--- src/hw/rtl/ffba_pkg.sv ---
// ----------------------------------------------------------------------------
// ffba_pkg
// Types, codes and default sizes for the first-fit block allocator.
// ----------------------------------------------------------------------------
package ffba_pkg;

	// Default sizing
	localparam int DEF_MAX_BLOCKS   = 64;
	localparam int DEF_HEAP_BYTES   = 65536;
	localparam int DEF_HEADER_BYTES = 40;

	// Request kinds
	localparam logic KIND_ALLOC = 1'b0;
	localparam logic KIND_FREE  = 1'b1;

	// Result status codes
	localparam logic [1:0] ST_OK      = 2'd0;
	localparam logic [1:0] ST_NULL    = 2'd1;
	localparam logic [1:0] ST_FULL    = 2'd2;
	localparam logic [1:0] ST_UNKNOWN = 2'd3;

	// One block table entry
	typedef struct packed {
		logic [15:0] offset;
		logic [15:0] size;
		logic        free_flag;
	} entry_t;

	// Sequencer states
	typedef enum logic {
		S_IDLE,
		S_SCAN
	} state_t;

endpackage

--- src/hw/rtl/ffba_ram.sv ---
// ----------------------------------------------------------------------------
// ffba_ram
// Block table memory: one write port, one read port, registered read data.
// ----------------------------------------------------------------------------
module ffba_ram
	import ffba_pkg::*;
#(
	parameter int DEPTH = DEF_MAX_BLOCKS,
	parameter int AW    = $clog2(DEF_MAX_BLOCKS)
) (
	input  logic          clk,
	input  logic          wr_en,
	input  logic [AW-1:0] wr_addr,
	input  entry_t        wr_data,
	input  logic          rd_en,
	input  logic [AW-1:0] rd_addr,
	output entry_t        rd_data
);

	entry_t mem [DEPTH];

	// Write and synchronous read
	always_ff @(posedge clk) begin
		if (wr_en) begin
			mem[wr_addr] <= wr_data;
		end
		if (rd_en) begin
			rd_data <= mem[rd_addr];
		end
	end

endmodule

--- src/hw/rtl/first_fit_block_allocator.sv ---
// ----------------------------------------------------------------------------
// first_fit_block_allocator
// First-fit heap allocator over an address-ordered table of blocks.
// ----------------------------------------------------------------------------
// A request is taken when start is high and busy is low. Allocate and free
// requests walk the block table, held in a memory with one read and one write
// port, one entry per cycle with the read of the next entry overlapping the
// check of the current one. A walk stops at the first matching entry or
// after the last live entry (allocate miss, unknown free address). Null
// requests (zero-byte allocate, free of address 0) return in the next cycle
// and do not raise busy. Each result is shown for exactly one cycle with done
// high and must be captured then: there is no way to hold it off. busy falls
// in the cycle the result is shown, so the next request may be presented then.
// The block table needs no clearing after reset.
// ----------------------------------------------------------------------------
module first_fit_block_allocator
	import ffba_pkg::*;
#(
	parameter int MAX_BLOCKS   = DEF_MAX_BLOCKS,
	parameter int HEAP_BYTES   = DEF_HEAP_BYTES,
	parameter int HEADER_BYTES = DEF_HEADER_BYTES
) (
	input  logic        clk,
	input  logic        arst_n,
	input  logic        start,
	output logic        busy,
	input  logic        kind,
	input  logic [15:0] req_bytes,
	input  logic [15:0] payload_addr,
	output logic        done,
	output logic [15:0] granted_addr,
	output logic [1:0]  status,
	output logic [16:0] heap_top
);

	localparam int IDX_W = $clog2(MAX_BLOCKS);
	localparam int CNT_W = $clog2(MAX_BLOCKS + 1);
	localparam logic [CNT_W-1:0] MAX_CNT   = CNT_W'(MAX_BLOCKS);
	localparam logic [17:0]      HEAP_LIM  = (HEAP_BYTES > 65536) ? 18'd65536
	                                         : 18'(HEAP_BYTES);
	localparam logic [16:0]      HDR       = 17'(HEADER_BYTES);

	state_t state_q, state_d;

	// Request and heap state
	logic             kind_q;
	logic [15:0]      req_q;
	logic [15:0]      addr_q;
	logic [CNT_W-1:0] count_q;
	logic [16:0]      break_q;
	logic [CNT_W-1:0] idx_q;
	logic             chk_vld_s1;
	logic [IDX_W-1:0] chk_idx_s1;

	// Memory ports
	logic             wr_en;
	logic [IDX_W-1:0] wr_addr;
	entry_t           wr_data;
	logic             rd_en;
	entry_t           rd_data;

	// Decision signals
	logic        accept;
	logic        null_req;
	logic        alloc_hit;
	logic        free_hit;
	logic        hit;
	logic        more;
	logic        miss;
	logic        finish;
	logic        at_top;
	logic [16:0] span;
	logic [16:0] shrunk_break;
	logic [16:0] new_base;
	logic [17:0] new_end;
	logic        fits;
	logic        grow_ok;
	logic        shrink;

	// Next result
	logic [15:0] res_granted;
	logic [1:0]  res_status;
	logic [16:0] res_top;
	logic        res_load;

	ffba_ram #(
		.DEPTH (MAX_BLOCKS),
		.AW    (IDX_W)
	) u_ram (
		.clk     (clk),
		.wr_en   (wr_en),
		.wr_addr (wr_addr),
		.wr_data (wr_data),
		.rd_en   (rd_en),
		.rd_addr (idx_q[IDX_W-1:0]),
		.rd_data (rd_data)
	);

	assign busy     = (state_q == S_SCAN);
	assign accept   = start && !busy;
	assign null_req = (kind == KIND_ALLOC) ? (req_bytes == 16'd0) : (payload_addr == 16'd0);

	// Entry check on the data read last cycle
	assign alloc_hit = chk_vld_s1 && (kind_q == KIND_ALLOC) && rd_data.free_flag
	                   && (rd_data.size >= req_q);
	assign free_hit  = chk_vld_s1 && (kind_q == KIND_FREE) && (rd_data.offset == addr_q);
	assign hit       = alloc_hit || free_hit;
	assign more      = (idx_q < count_q);
	assign miss      = !chk_vld_s1 && !more;
	assign finish    = busy && (hit || miss);
	assign rd_en     = busy && more && !hit;

	// Free of the top block
	assign at_top       = (({1'b0, addr_q} + {1'b0, rd_data.size}) == break_q);
	assign span         = HDR + {1'b0, rd_data.size};
	assign shrunk_break = (span <= break_q) ? (break_q - span) : 17'd0;
	assign shrink       = free_hit && at_top;

	// Append at the break on an allocate miss
	assign new_base = break_q + HDR;
	assign new_end  = {1'b0, break_q} + {1'b0, HDR} + {2'b00, req_q};
	assign fits     = ({1'b0, break_q} <= HEAP_LIM) && (new_end <= HEAP_LIM);
	assign grow_ok  = busy && miss && (kind_q == KIND_ALLOC) && (count_q < MAX_CNT) && fits;

	// Next state and outputs
	always_comb begin
		state_d     = state_q;
		wr_en       = 1'b0;
		wr_addr     = chk_idx_s1;
		wr_data     = rd_data;
		res_load    = 1'b0;
		res_granted = 16'd0;
		res_status  = ST_OK;
		res_top     = break_q;
		case (state_q)
			S_IDLE: begin
				if (accept) begin
					if (null_req) begin
						res_load   = 1'b1;
						res_status = ST_NULL;
					end else begin
						state_d = S_SCAN;
					end
				end
			end
			S_SCAN: begin
				if (finish) begin
					state_d  = S_IDLE;
					res_load = 1'b1;
				end
				if (alloc_hit) begin
					wr_en             = 1'b1;
					wr_data.free_flag = 1'b0;
					res_granted       = rd_data.offset;
				end else if (free_hit) begin
					if (at_top) begin
						res_top = shrunk_break;
					end else begin
						wr_en             = 1'b1;
						wr_data.free_flag = 1'b1;
					end
				end else if (miss) begin
					if (kind_q == KIND_FREE) begin
						res_status = ST_UNKNOWN;
					end else if (grow_ok) begin
						wr_en       = 1'b1;
						wr_addr     = count_q[IDX_W-1:0];
						wr_data     = '{offset: new_base[15:0], size: req_q, free_flag: 1'b0};
						res_granted = new_base[15:0];
						res_top     = new_end[16:0];
					end else begin
						res_status = ST_FULL;
					end
				end
			end
			default: begin
				state_d = S_IDLE;
			end
		endcase
	end

	// State register
	always_ff @(posedge clk or negedge arst_n) begin
		if (!arst_n) begin
			state_q <= S_IDLE;
		end else begin
			state_q <= state_d;
		end
	end

	// Control registers: table fill, break, scan pointer, check valid, done
	always_ff @(posedge clk or negedge arst_n) begin
		if (!arst_n) begin
			count_q    <= '0;
			break_q    <= '0;
			idx_q      <= '0;
			chk_vld_s1 <= 1'b0;
			done       <= 1'b0;
		end else begin
			done       <= res_load;
			chk_vld_s1 <= rd_en;
			if (accept) begin
				idx_q <= '0;
			end else if (rd_en) begin
				idx_q <= idx_q + 1'b1;
			end
			if (grow_ok) begin
				count_q <= count_q + 1'b1;
				break_q <= new_end[16:0];
			end else if (shrink) begin
				count_q <= CNT_W'(chk_idx_s1);
				break_q <= shrunk_break;
			end
		end
	end

	// Request capture, scan index and result payload
	always_ff @(posedge clk) begin
		if (accept) begin
			kind_q <= kind;
			req_q  <= req_bytes;
			addr_q <= payload_addr;
		end
		if (rd_en) begin
			chk_idx_s1 <= idx_q[IDX_W-1:0];
		end
		if (res_load) begin
			granted_addr <= res_granted;
			status       <= res_status;
			heap_top     <= res_top;
		end
	end

endmodule

--- config.mk ---
export PLATFORM = sky130hd
export DESIGN_NAME = first_fit_block_allocator
export DESIGN_NICKNAME = d
export VERILOG_FILES = /design/src/hw/rtl/ffba_pkg.sv /design/src/hw/rtl/ffba_ram.sv /design/src/hw/rtl/first_fit_block_allocator.sv
export SDC_FILE = /design/constraint.sdc
export NUM_CORES = 2
export LEC_CHECK = 0
export ABC_AREA = 1
export ABC_CLOCK_PERIOD_IN_PS = 8600
export BUFFER_PORTS_ARGS = -buffer_cell sky130_fd_sc_hd__clkbuf_2
export CAP_MARGIN = 15
export CELL_PAD_IN_SITES_DETAIL_PLACEMENT = 0
export CELL_PAD_IN_SITES_GLOBAL_PLACEMENT = 1
export CORE_MARGIN = 2
export CORE_UTILIZATION = 45
export CTS_BUF_LIST = sky130_fd_sc_hd__clkbuf_16
export DETAILED_ROUTE_END_ITERATION = 10
export GPL_ROUTABILITY_DRIVEN = 0
export PLACE_DENSITY_LB_ADDON = 0.08
export SLEW_MARGIN = 20
export SYNTH_ARGS = -nofsm -noshare
export SYNTH_HDL_FRONTEND = slang
export SYNTH_HIERARCHICAL = 1
export SYNTH_SLANG_ARGS = --single-unit
--- constraint.sdc ---
create_clock -name clk -period 8.6 [get_ports clk]
set_input_delay 1.29 -clock clk [delete_from_list [all_inputs] [get_ports clk]]
set_output_delay 1.29 -clock clk [all_outputs]
set_load 0.01 [all_outputs]
# Yosys cells after proc, flatten, opt, wreduce, memory -nomap -nowiden
# Memory sizes are Yosys's and may differ from the RTL's. A register that Yosys moved wholly into a read port is not among the register bits.
# Cells that the tools add are included.
[op_classes]
addsub = 8
order_cmp = 6
n_eq_ne = 2
mux = 60
bitwise = 2
n_reduce_logical = 26
[ops]
columns = ["cell", "count"]
rows = [
  ["$mux W17", 10],
  ["$mux W33", 4],
  ["$mux W16", 5],
  ["$mux W32", 2],
  ["$mux W6", 6],
  ["$logic_not A16 Y1", 2],
  ["$mux W7", 4],
  ["$mux W1", 21],
  ["$add A17 B6 Y18 const B", 1],
  ["$add A18 B16 Y18", 1],
  ["$le A18 B17 Y1 const B", 1],
  ["$add A16 B16 Y17", 1],
  ["$add A6 B16 Y17 const A", 1],
  ["$eq A17 B17 Y1", 1],
  ["$le A17 B17 Y1", 1],
  ["$le A17 B17 Y1 const B", 1],
  ["$sub A17 B17 Y17", 1],
  ["$add A16 B6 Y16 const B", 1],
  ["$eq A16 B16 Y1", 1],
  ["$ge A16 B16 Y1", 1],
  ["$logic_and A1 B1 Y1", 16],
  ["$add A7 B1 Y7 const B", 2],
  ["$mux W2", 5],
  ["$lt A7 B7 Y1", 1],
  ["7 further kinds", 14],
]
[totals]
ff_bits = 108
ram_bits = 2112
input_bits = 36
wordCells = 118
mem_count = 1
[mem_list]
columns = ["name", "depth", "width", "rd", "rd_clocked_by_memory_dff", "wr", "line_no", "rtl"]
rows = [
  ["u_ram.mem", 64, 33, 1, 1, 1, "ffba_ram.sv:20", "entry_t mem [DEPTH];"],
]

# Longest topological paths before layout
[depth]
word_depth = 15
mapped_depth = 27

# Hierarchy
# Netlist, hierarchy kept.
[modules_own_cells]
columns = ["mod", "instances", "cells_per_inst", "area_per_inst_um2"]
rows = [
  ["ffba_ram", 1, 6980, 86045.0],
  ["first_fit_block_allocator", 1, 1326, 9705.6],
]

# Least setup slack after synthesis
# Ideal clock, no wire load.
[synth_timing]
path_kind = "register to register"
from = "reg break_q[1]"
to = "mem u_ram/mem[48][0] in the netlist's numbering (enable)"
setup_ns = 0.507
t_arrival_ns = 6.644
t_required_ns = 8.093
path_slack_ns = 1.449
stages_incl_launch_ff = 23
path_buffers = 4
period_less_slack_ns = 7.151
path_cell_list = "dfrtp_1 > ha_1 > ha_1 > fa_1 > nand3_1 > nand3_2 > nand2_1 > nand2_1 > nand2_1 > nand2_1 > nand2_1 > a21oi_1 > nor2_1 > nand2_2 > buf_6 > inv_4 > buf_8 > buf_12 > o21ai_1 > inv_1 > clkbuf_1 > nand4_1 > nor4_1"
[synth_between]
elab_chain_cells = 13
word_cells_on_any_way = 22
cone_classes = "2 x add/sub; 2 x order compare; 1 x eq/ne; 15 x mux; 2 x reduce/logical"
[synth_lines]
columns = ["item", "line_no", "rtl"]
rows = [
  ["from (decl)", "first_fit_block_allocator.sv:50", "logic [16:0] break_q;"],
  ["from (signal assigned)", "first_fit_block_allocator.sv:209", "break_q <= new_end[16:0];"],
  ["from (signal assigned)", "first_fit_block_allocator.sv:212", "break_q <= shrunk_break;"],
  ["$add A17 B6 Y18", "first_fit_block_allocator.sv:121", "assign new_end = {1'b0, break_q} + {1'b0, HDR} + {2'b00, req_q};"],
  ["$add A18 B16 Y18", "first_fit_block_allocator.sv:121", ""],
  ["$le A18 B17 Y1", "first_fit_block_allocator.sv:122", "assign fits = ({1'b0, break_q} <= HEAP_LIM) && (new_end <= HEAP_LIM);"],
  ["$logic_and A1 B1 Y1", "first_fit_block_allocator.sv:122", ""],
  ["$logic_and A1 B1 Y1", "first_fit_block_allocator.sv:123", "assign grow_ok = busy && miss && (kind_q == KIND_ALLOC) && (count_q < MAX_CNT) && fits;"],
  ["$mux W1", "first_fit_block_allocator.sv:165", "end else if (grow_ok) begin"],
  ["$mux W1", "first_fit_block_allocator.sv:163", "if (kind_q == KIND_FREE) begin"],
  ["$mux W1", "first_fit_block_allocator.sv:162", "end else if (miss) begin"],
  ["$mux W1 (*)", "first_fit_block_allocator.sv:155", "end else if (free_hit) begin"],
  ["$mux W1 (*)", "first_fit_block_allocator.sv:151", "if (alloc_hit) begin"],
  ["$mux W1 (*)", "first_fit_block_allocator.sv:135", "case (state_q)"],
  ["net wr_en", "first_fit_block_allocator.sv:56", "logic wr_en;"],
  ["$mux W1 (*)", "ffba_ram.sv:24", "if (wr_en) begin"],
  ["$mux W1 (implied by the code) (*)", "ffba_ram.sv:25", "mem[wr_addr] <= wr_data;"],
  ["to (decl)", "ffba_ram.sv:20", ""],
]
# Mark *: on every way through the listed nets, which the timed path passes. The rest lies on a longest branch.

# Worst setup path after layout
[layout_timing]
from = "reg break_q[1]"
to = "mem u_ram/mem[58][21] in the netlist's numbering (enable)"
[layout_between]
word_cells_on_any_way = 22
cone_classes = "2 x add/sub; 2 x order compare; 1 x eq/ne; 15 x mux; 2 x reduce/logical"
[layout_lines]
columns = ["item", "line_no", "rtl"]
rows = [
  ["$add A17 B6 Y18", "first_fit_block_allocator.sv:121", ""],
  ["$add A18 B16 Y18", "first_fit_block_allocator.sv:121", ""],
  ["$le A18 B17 Y1", "first_fit_block_allocator.sv:122", ""],
  ["$logic_and A1 B1 Y1 (*)", "first_fit_block_allocator.sv:122", ""],
  ["$logic_and A1 B1 Y1 (*)", "first_fit_block_allocator.sv:123", ""],
  ["$mux W6 (*)", "first_fit_block_allocator.sv:165", ""],
  ["$mux W6 (*)", "first_fit_block_allocator.sv:163", ""],
  ["$mux W6 (*)", "first_fit_block_allocator.sv:162", ""],
  ["$mux W6 (*)", "first_fit_block_allocator.sv:155", ""],
  ["$mux W6 (*)", "first_fit_block_allocator.sv:151", ""],
  ["$mux W6 (*)", "first_fit_block_allocator.sv:135", ""],
  ["net wr_addr[5]", "first_fit_block_allocator.sv:57", "logic [IDX_W-1:0] wr_addr;"],
]
# Marked as above.

==> impl_summary.log <==
[metrics] predominant post-synthesis flop cell: sky130_fd_sc_hd__edfxtp_1
[metrics] number of CTS-inserted buffers: 235
[metrics] Leakage Power: 0.0387 uW
[metrics] xor and xnor area share after synthesis: 0.512%
[metrics] drt pass-1 iters: 8
[metrics] number of flops mapped to enable cells by yosys: 2,219
[metrics] cell chosen for the clock root: sky130_fd_sc_hd__clkbuf_16
[metrics] drt initial violations: 7,573
[metrics] core area: 212,000 sq um
[metrics] crit share post-route: 74.6%
[metrics] largest buffer count on any clock path: 3
[metrics] FMAX: 0.156 GHz
[metrics] Die Wd: 465 microns
[metrics] total setup violations reported at the end of the flow: 0
[metrics] cell area after synthesis: 95,800 sq um
[metrics] sequential fraction of the synthesis area: 70.5%
[metrics] post-detailed-placement half-perimeter wirelength: 179,000 microns
[metrics] Sink Count: 2,253
[metrics] portion of netlist area occupied by mux cells: 0.0105%
[metrics] clock latency on the worst-skew pair: 0.90 ns
[metrics] average size of a mapped cell: 11.5 sq um
[metrics] final non-filler cell area: 107,000 sq um
[metrics] Relative slew margins: 22.6%
[metrics] Post-Syn Nets: 8,436
[metrics] net count of the finished layout: 8,428
[metrics] largest family of logic cells by synthesized area: simple AND/OR/NAND/NOR gates
[metrics] Synth Register Bits: 2,253
[metrics] Worst EP required: 9.18 ns
[metrics] Min Hold Slack: 0.506 ns
[metrics] PD cells: 364 nW/um^2
[metrics] routed length per instance: 27.1 microns
[metrics] Synth area leaders: sky130_fd_sc_hd__edfxtp_1, sky130_fd_sc_hd__nand3_1, sky130_fd_sc_hd__nand2_1
[metrics] final core utilization: 50.4%
[metrics] number of remaining DRC errors: 0
[metrics] total die area: 216,000 sq um
[metrics] total congestion overflow after global routing: 0
[metrics] number of antenna violations at the first check in global routing: 22
[metrics] register clock-pin slew on the reported worst setup and hold paths: 0.07 ns
[metrics] CTS tree: built
[metrics] standard-cell row count: 169
[metrics] Max Cap Violations: 0
[metrics] share of post-route cells with drive strength above 1: 8.24%
[metrics] TNS Setup: 0 ns
[metrics] count of input and output buffers: 72
[metrics] global-route wire length before repair: 442,000 microns
[metrics] post-synth top area cell: sky130_fd_sc_hd__edfxtp_1
[metrics] per-cell via count in the routed design: 5.72
[metrics] distinct cell type count after synthesis: 52
[metrics] cts-stage hold buffer count: 0
[metrics] critical path fanouts, max: 30
[metrics] Final Hold Fails: 0
[metrics] starting density of the core: 45.2%
[metrics] Routed WL: 307,000 microns
[metrics] adder and majority gate portion of the synthesized area: 1.25%
[metrics] Area Overhead vs Synth: 11.5%
[metrics] count of yosys warnings during synthesis: 6
[metrics] via count of the first global-routing pass: 60,300
[metrics] element type at the critical path start: flip-flop
[metrics] status: finished, final reports clean
[metrics] post-synthesis compound-gate area fraction: 0.993%
[metrics] final worst setup slack: 2.18 ns
[metrics] I/O pin count: 73
[metrics] Slew Limit Fails: 0
[metrics] class of the most critical hold timing path: in2async
[metrics] post-synthesis share of cell area spent on and, or, nand and nor gates: 22.9%
[metrics] via count: 64,800
[metrics] total routing usage reported by global routing: 28.0%
[metrics] Worst Setup Slack post-DPL: 2.18 ns
[metrics] placement-stage cell area: 99,100 sq um
[metrics] number of gates given a new drive strength after cts: 0
[metrics] RSZ-0062 raised after global routing: no
[metrics] H-tree Lvls: 4
[metrics] Mapped Cells: 8,306
[metrics] Setup Crit Path Kind: reg2reg
[metrics] Final ANT Viol Nets: 0
[metrics] maximum number of pins on one net before global-route repair: 200
[metrics] fraction of synthesis flops using an asynchronous set or reset pin: 1.51%
[metrics] worst endpoint data arrival time: 7.00 ns
[metrics] largest voltage drop on the vdd net: 0.302 mV
[metrics] die height: 465 microns
[metrics] crit path capture type: flip-flop
[metrics] Post-Route Skew: 0.0541 ns
[metrics] Worst Max-Slew Pin Slew: 1.16 ns
[metrics] post-synth top area share: 69.6%
[metrics] postcts setup bufs: 0
[metrics] final period demand of the worst path: 6.42 ns
-- layout by cell type (no fill, tap or decap), drive strengths merged, types with 7 or more instances in the layout --
cell / n
clkinv: 109
o21ai: 59
xor2: 36
dfrtp: 34
xnor2: 20
o211ai: 20
nand3b: 8
o31ai: 15
a21oi: 52
nor3: 11
ha: 91
inv: 274
nor2: 149
clkbuf: 312
nand3: 2082
nand2: 2706
bufinv: 12
nor4: 22
nand4: 54
edfxtp: 2219
or2: 7
buf: 174
diode: 7
-- logic make-up after synthesis --
kind of cell / count (synthesis)
flops: 2253
buf+inv: 694
compound gates: 161
mux: 1
fa+ha+maj: 94
xor+xnor: 56
simple gates: 5047
-- area by class of cell --
type / count / area [sq um]
multi-input combinational: 5359 / 25400
sequential: 2253 / 67500
clock buffer: 240 / 6010
clock inverter: 195 / 1230
tap: 2821 / 3530
inverter: 203 / 802
antenna: 7 / 17.5
fill: 18800 / 105000
timing repair buffer: 246 / 2260
-- synthesized netlist by cell type (3+ instances only) --
master and number:
sky130_fd_sc_hd__or2_2 7, sky130_fd_sc_hd__nand3_1 2071, sky130_fd_sc_hd__o21ai_1 7, sky130_fd_sc_hd__xor2_1 36
sky130_fd_sc_hd__buf_1 56, sky130_fd_sc_hd__inv_1 199, sky130_fd_sc_hd__nand2_2 6, sky130_fd_sc_hd__buf_4 50
sky130_fd_sc_hd__o21ai_0 49, sky130_fd_sc_hd__buf_8 5, sky130_fd_sc_hd__a21oi_1 51, sky130_fd_sc_hd__ha_1 91
sky130_fd_sc_hd__and2_1 4, sky130_fd_sc_hd__edfxtp_1 2219, sky130_fd_sc_hd__nand3_2 10, sky130_fd_sc_hd__nand2_1 2700
sky130_fd_sc_hd__o31ai_1 15, sky130_fd_sc_hd__buf_6 67, sky130_fd_sc_hd__buf_2 222, sky130_fd_sc_hd__dfrtp_1 34
sky130_fd_sc_hd__clkbuf_1 89, sky130_fd_sc_hd__o21bai_1 4, sky130_fd_sc_hd__nor3_1 11, sky130_fd_sc_hd__fa_1 3
sky130_fd_sc_hd__nand3b_1 6, sky130_fd_sc_hd__nand4_1 53, sky130_fd_sc_hd__nor4_1 22, sky130_fd_sc_hd__nor2_1 146
sky130_fd_sc_hd__a21o_1 4, sky130_fd_sc_hd__o211ai_1 19, sky130_fd_sc_hd__xnor2_1 20, sky130_fd_sc_hd__o21ai_2 3
sky130_fd_sc_hd__nor3b_1 3
-- where the power goes --
group	internal, uW	leakage [uW]	switching, uW	total [uW]
clock	5360	0.00382	4270	9630
combinational	3110	0.0145	11000	14100
sequential	14600	0.0204	527	15100
-- metal layers --
layer	up-vias	track usage [%]	part of all wire (%)
met3	376	3.59	7.1
li1	29400	-	-
met1	32500	41.9	45
met2	2506	42.8	45
met5	-	0	0
met4	0	8.46	3.0
-- registers in the layout (all words and copies together) (netlist names) --
register / count
u_ram/rd_data: 33
addr_q: 16
status: 2
break_q: 17
heap_top: 17
done: 1
busy: 1
chk_vld_s1: 1
idx_q: 7
req_q: 16
chk_idx_s1: 6
count_q: 7
granted_addr: 16
u_ram/mem: 2112
kind_q: 1
-- worst paths after layout --
kind | from | end | slack, ns | cells after the start
worst max-delay path | break_q[1] | u_ram/mem[58][21] | 2.18 | 17
worst min-delay path | arst_n | done | 0.51 | 2
worst max register to register | break_q[1] | u_ram/mem[58][21] | 2.18 | 17
worst min register to register | chk_idx_s1[0] | count_q[0] | 0.55 | 2
max in group asynchronous | arst_n | idx_q[4] | 7.61 | 2
min in group clk | chk_idx_s1[0] | count_q[0] | 0.55 | 2
-- critical path: stages (launching register included) --
cell                       delay [ns]
sky130_fd_sc_hd__dfrtp_1         0.57
sky130_fd_sc_hd__ha_1            0.31
sky130_fd_sc_hd__ha_1            0.24
sky130_fd_sc_hd__fa_1            0.52
sky130_fd_sc_hd__nand3_1         0.12
sky130_fd_sc_hd__nand3_2         0.13
sky130_fd_sc_hd__nand2_1         0.11
sky130_fd_sc_hd__nand2_1         0.08
sky130_fd_sc_hd__nand2_1         0.11
sky130_fd_sc_hd__nand2_1         0.06
sky130_fd_sc_hd__nand2_1         0.10
sky130_fd_sc_hd__a21oi_1         0.08
sky130_fd_sc_hd__nor2_1          0.27
sky130_fd_sc_hd__nand2_2         0.34
sky130_fd_sc_hd__o21bai_1        0.64
sky130_fd_sc_hd__nand3_1         0.94
sky130_fd_sc_hd__nor2_4          1.18
sky130_fd_sc_hd__buf_4           0.28
-- per-stage QoR --
| step | cells | total power (uW) |
|---|---|---|
| 2_1_floorplan | 8306 | 23500 |
| 3_3_place_gp | 10900 | 29400 |
| 3_5_place_dp | 10900 | 29400 |
| 4_1_cts | 11300 | 39000 |
| 5_1_grt | 11300 | 40600 |
| 6_report | 11300 | 38900 |
Note: power is estimated with default switching activity, not from simulation.
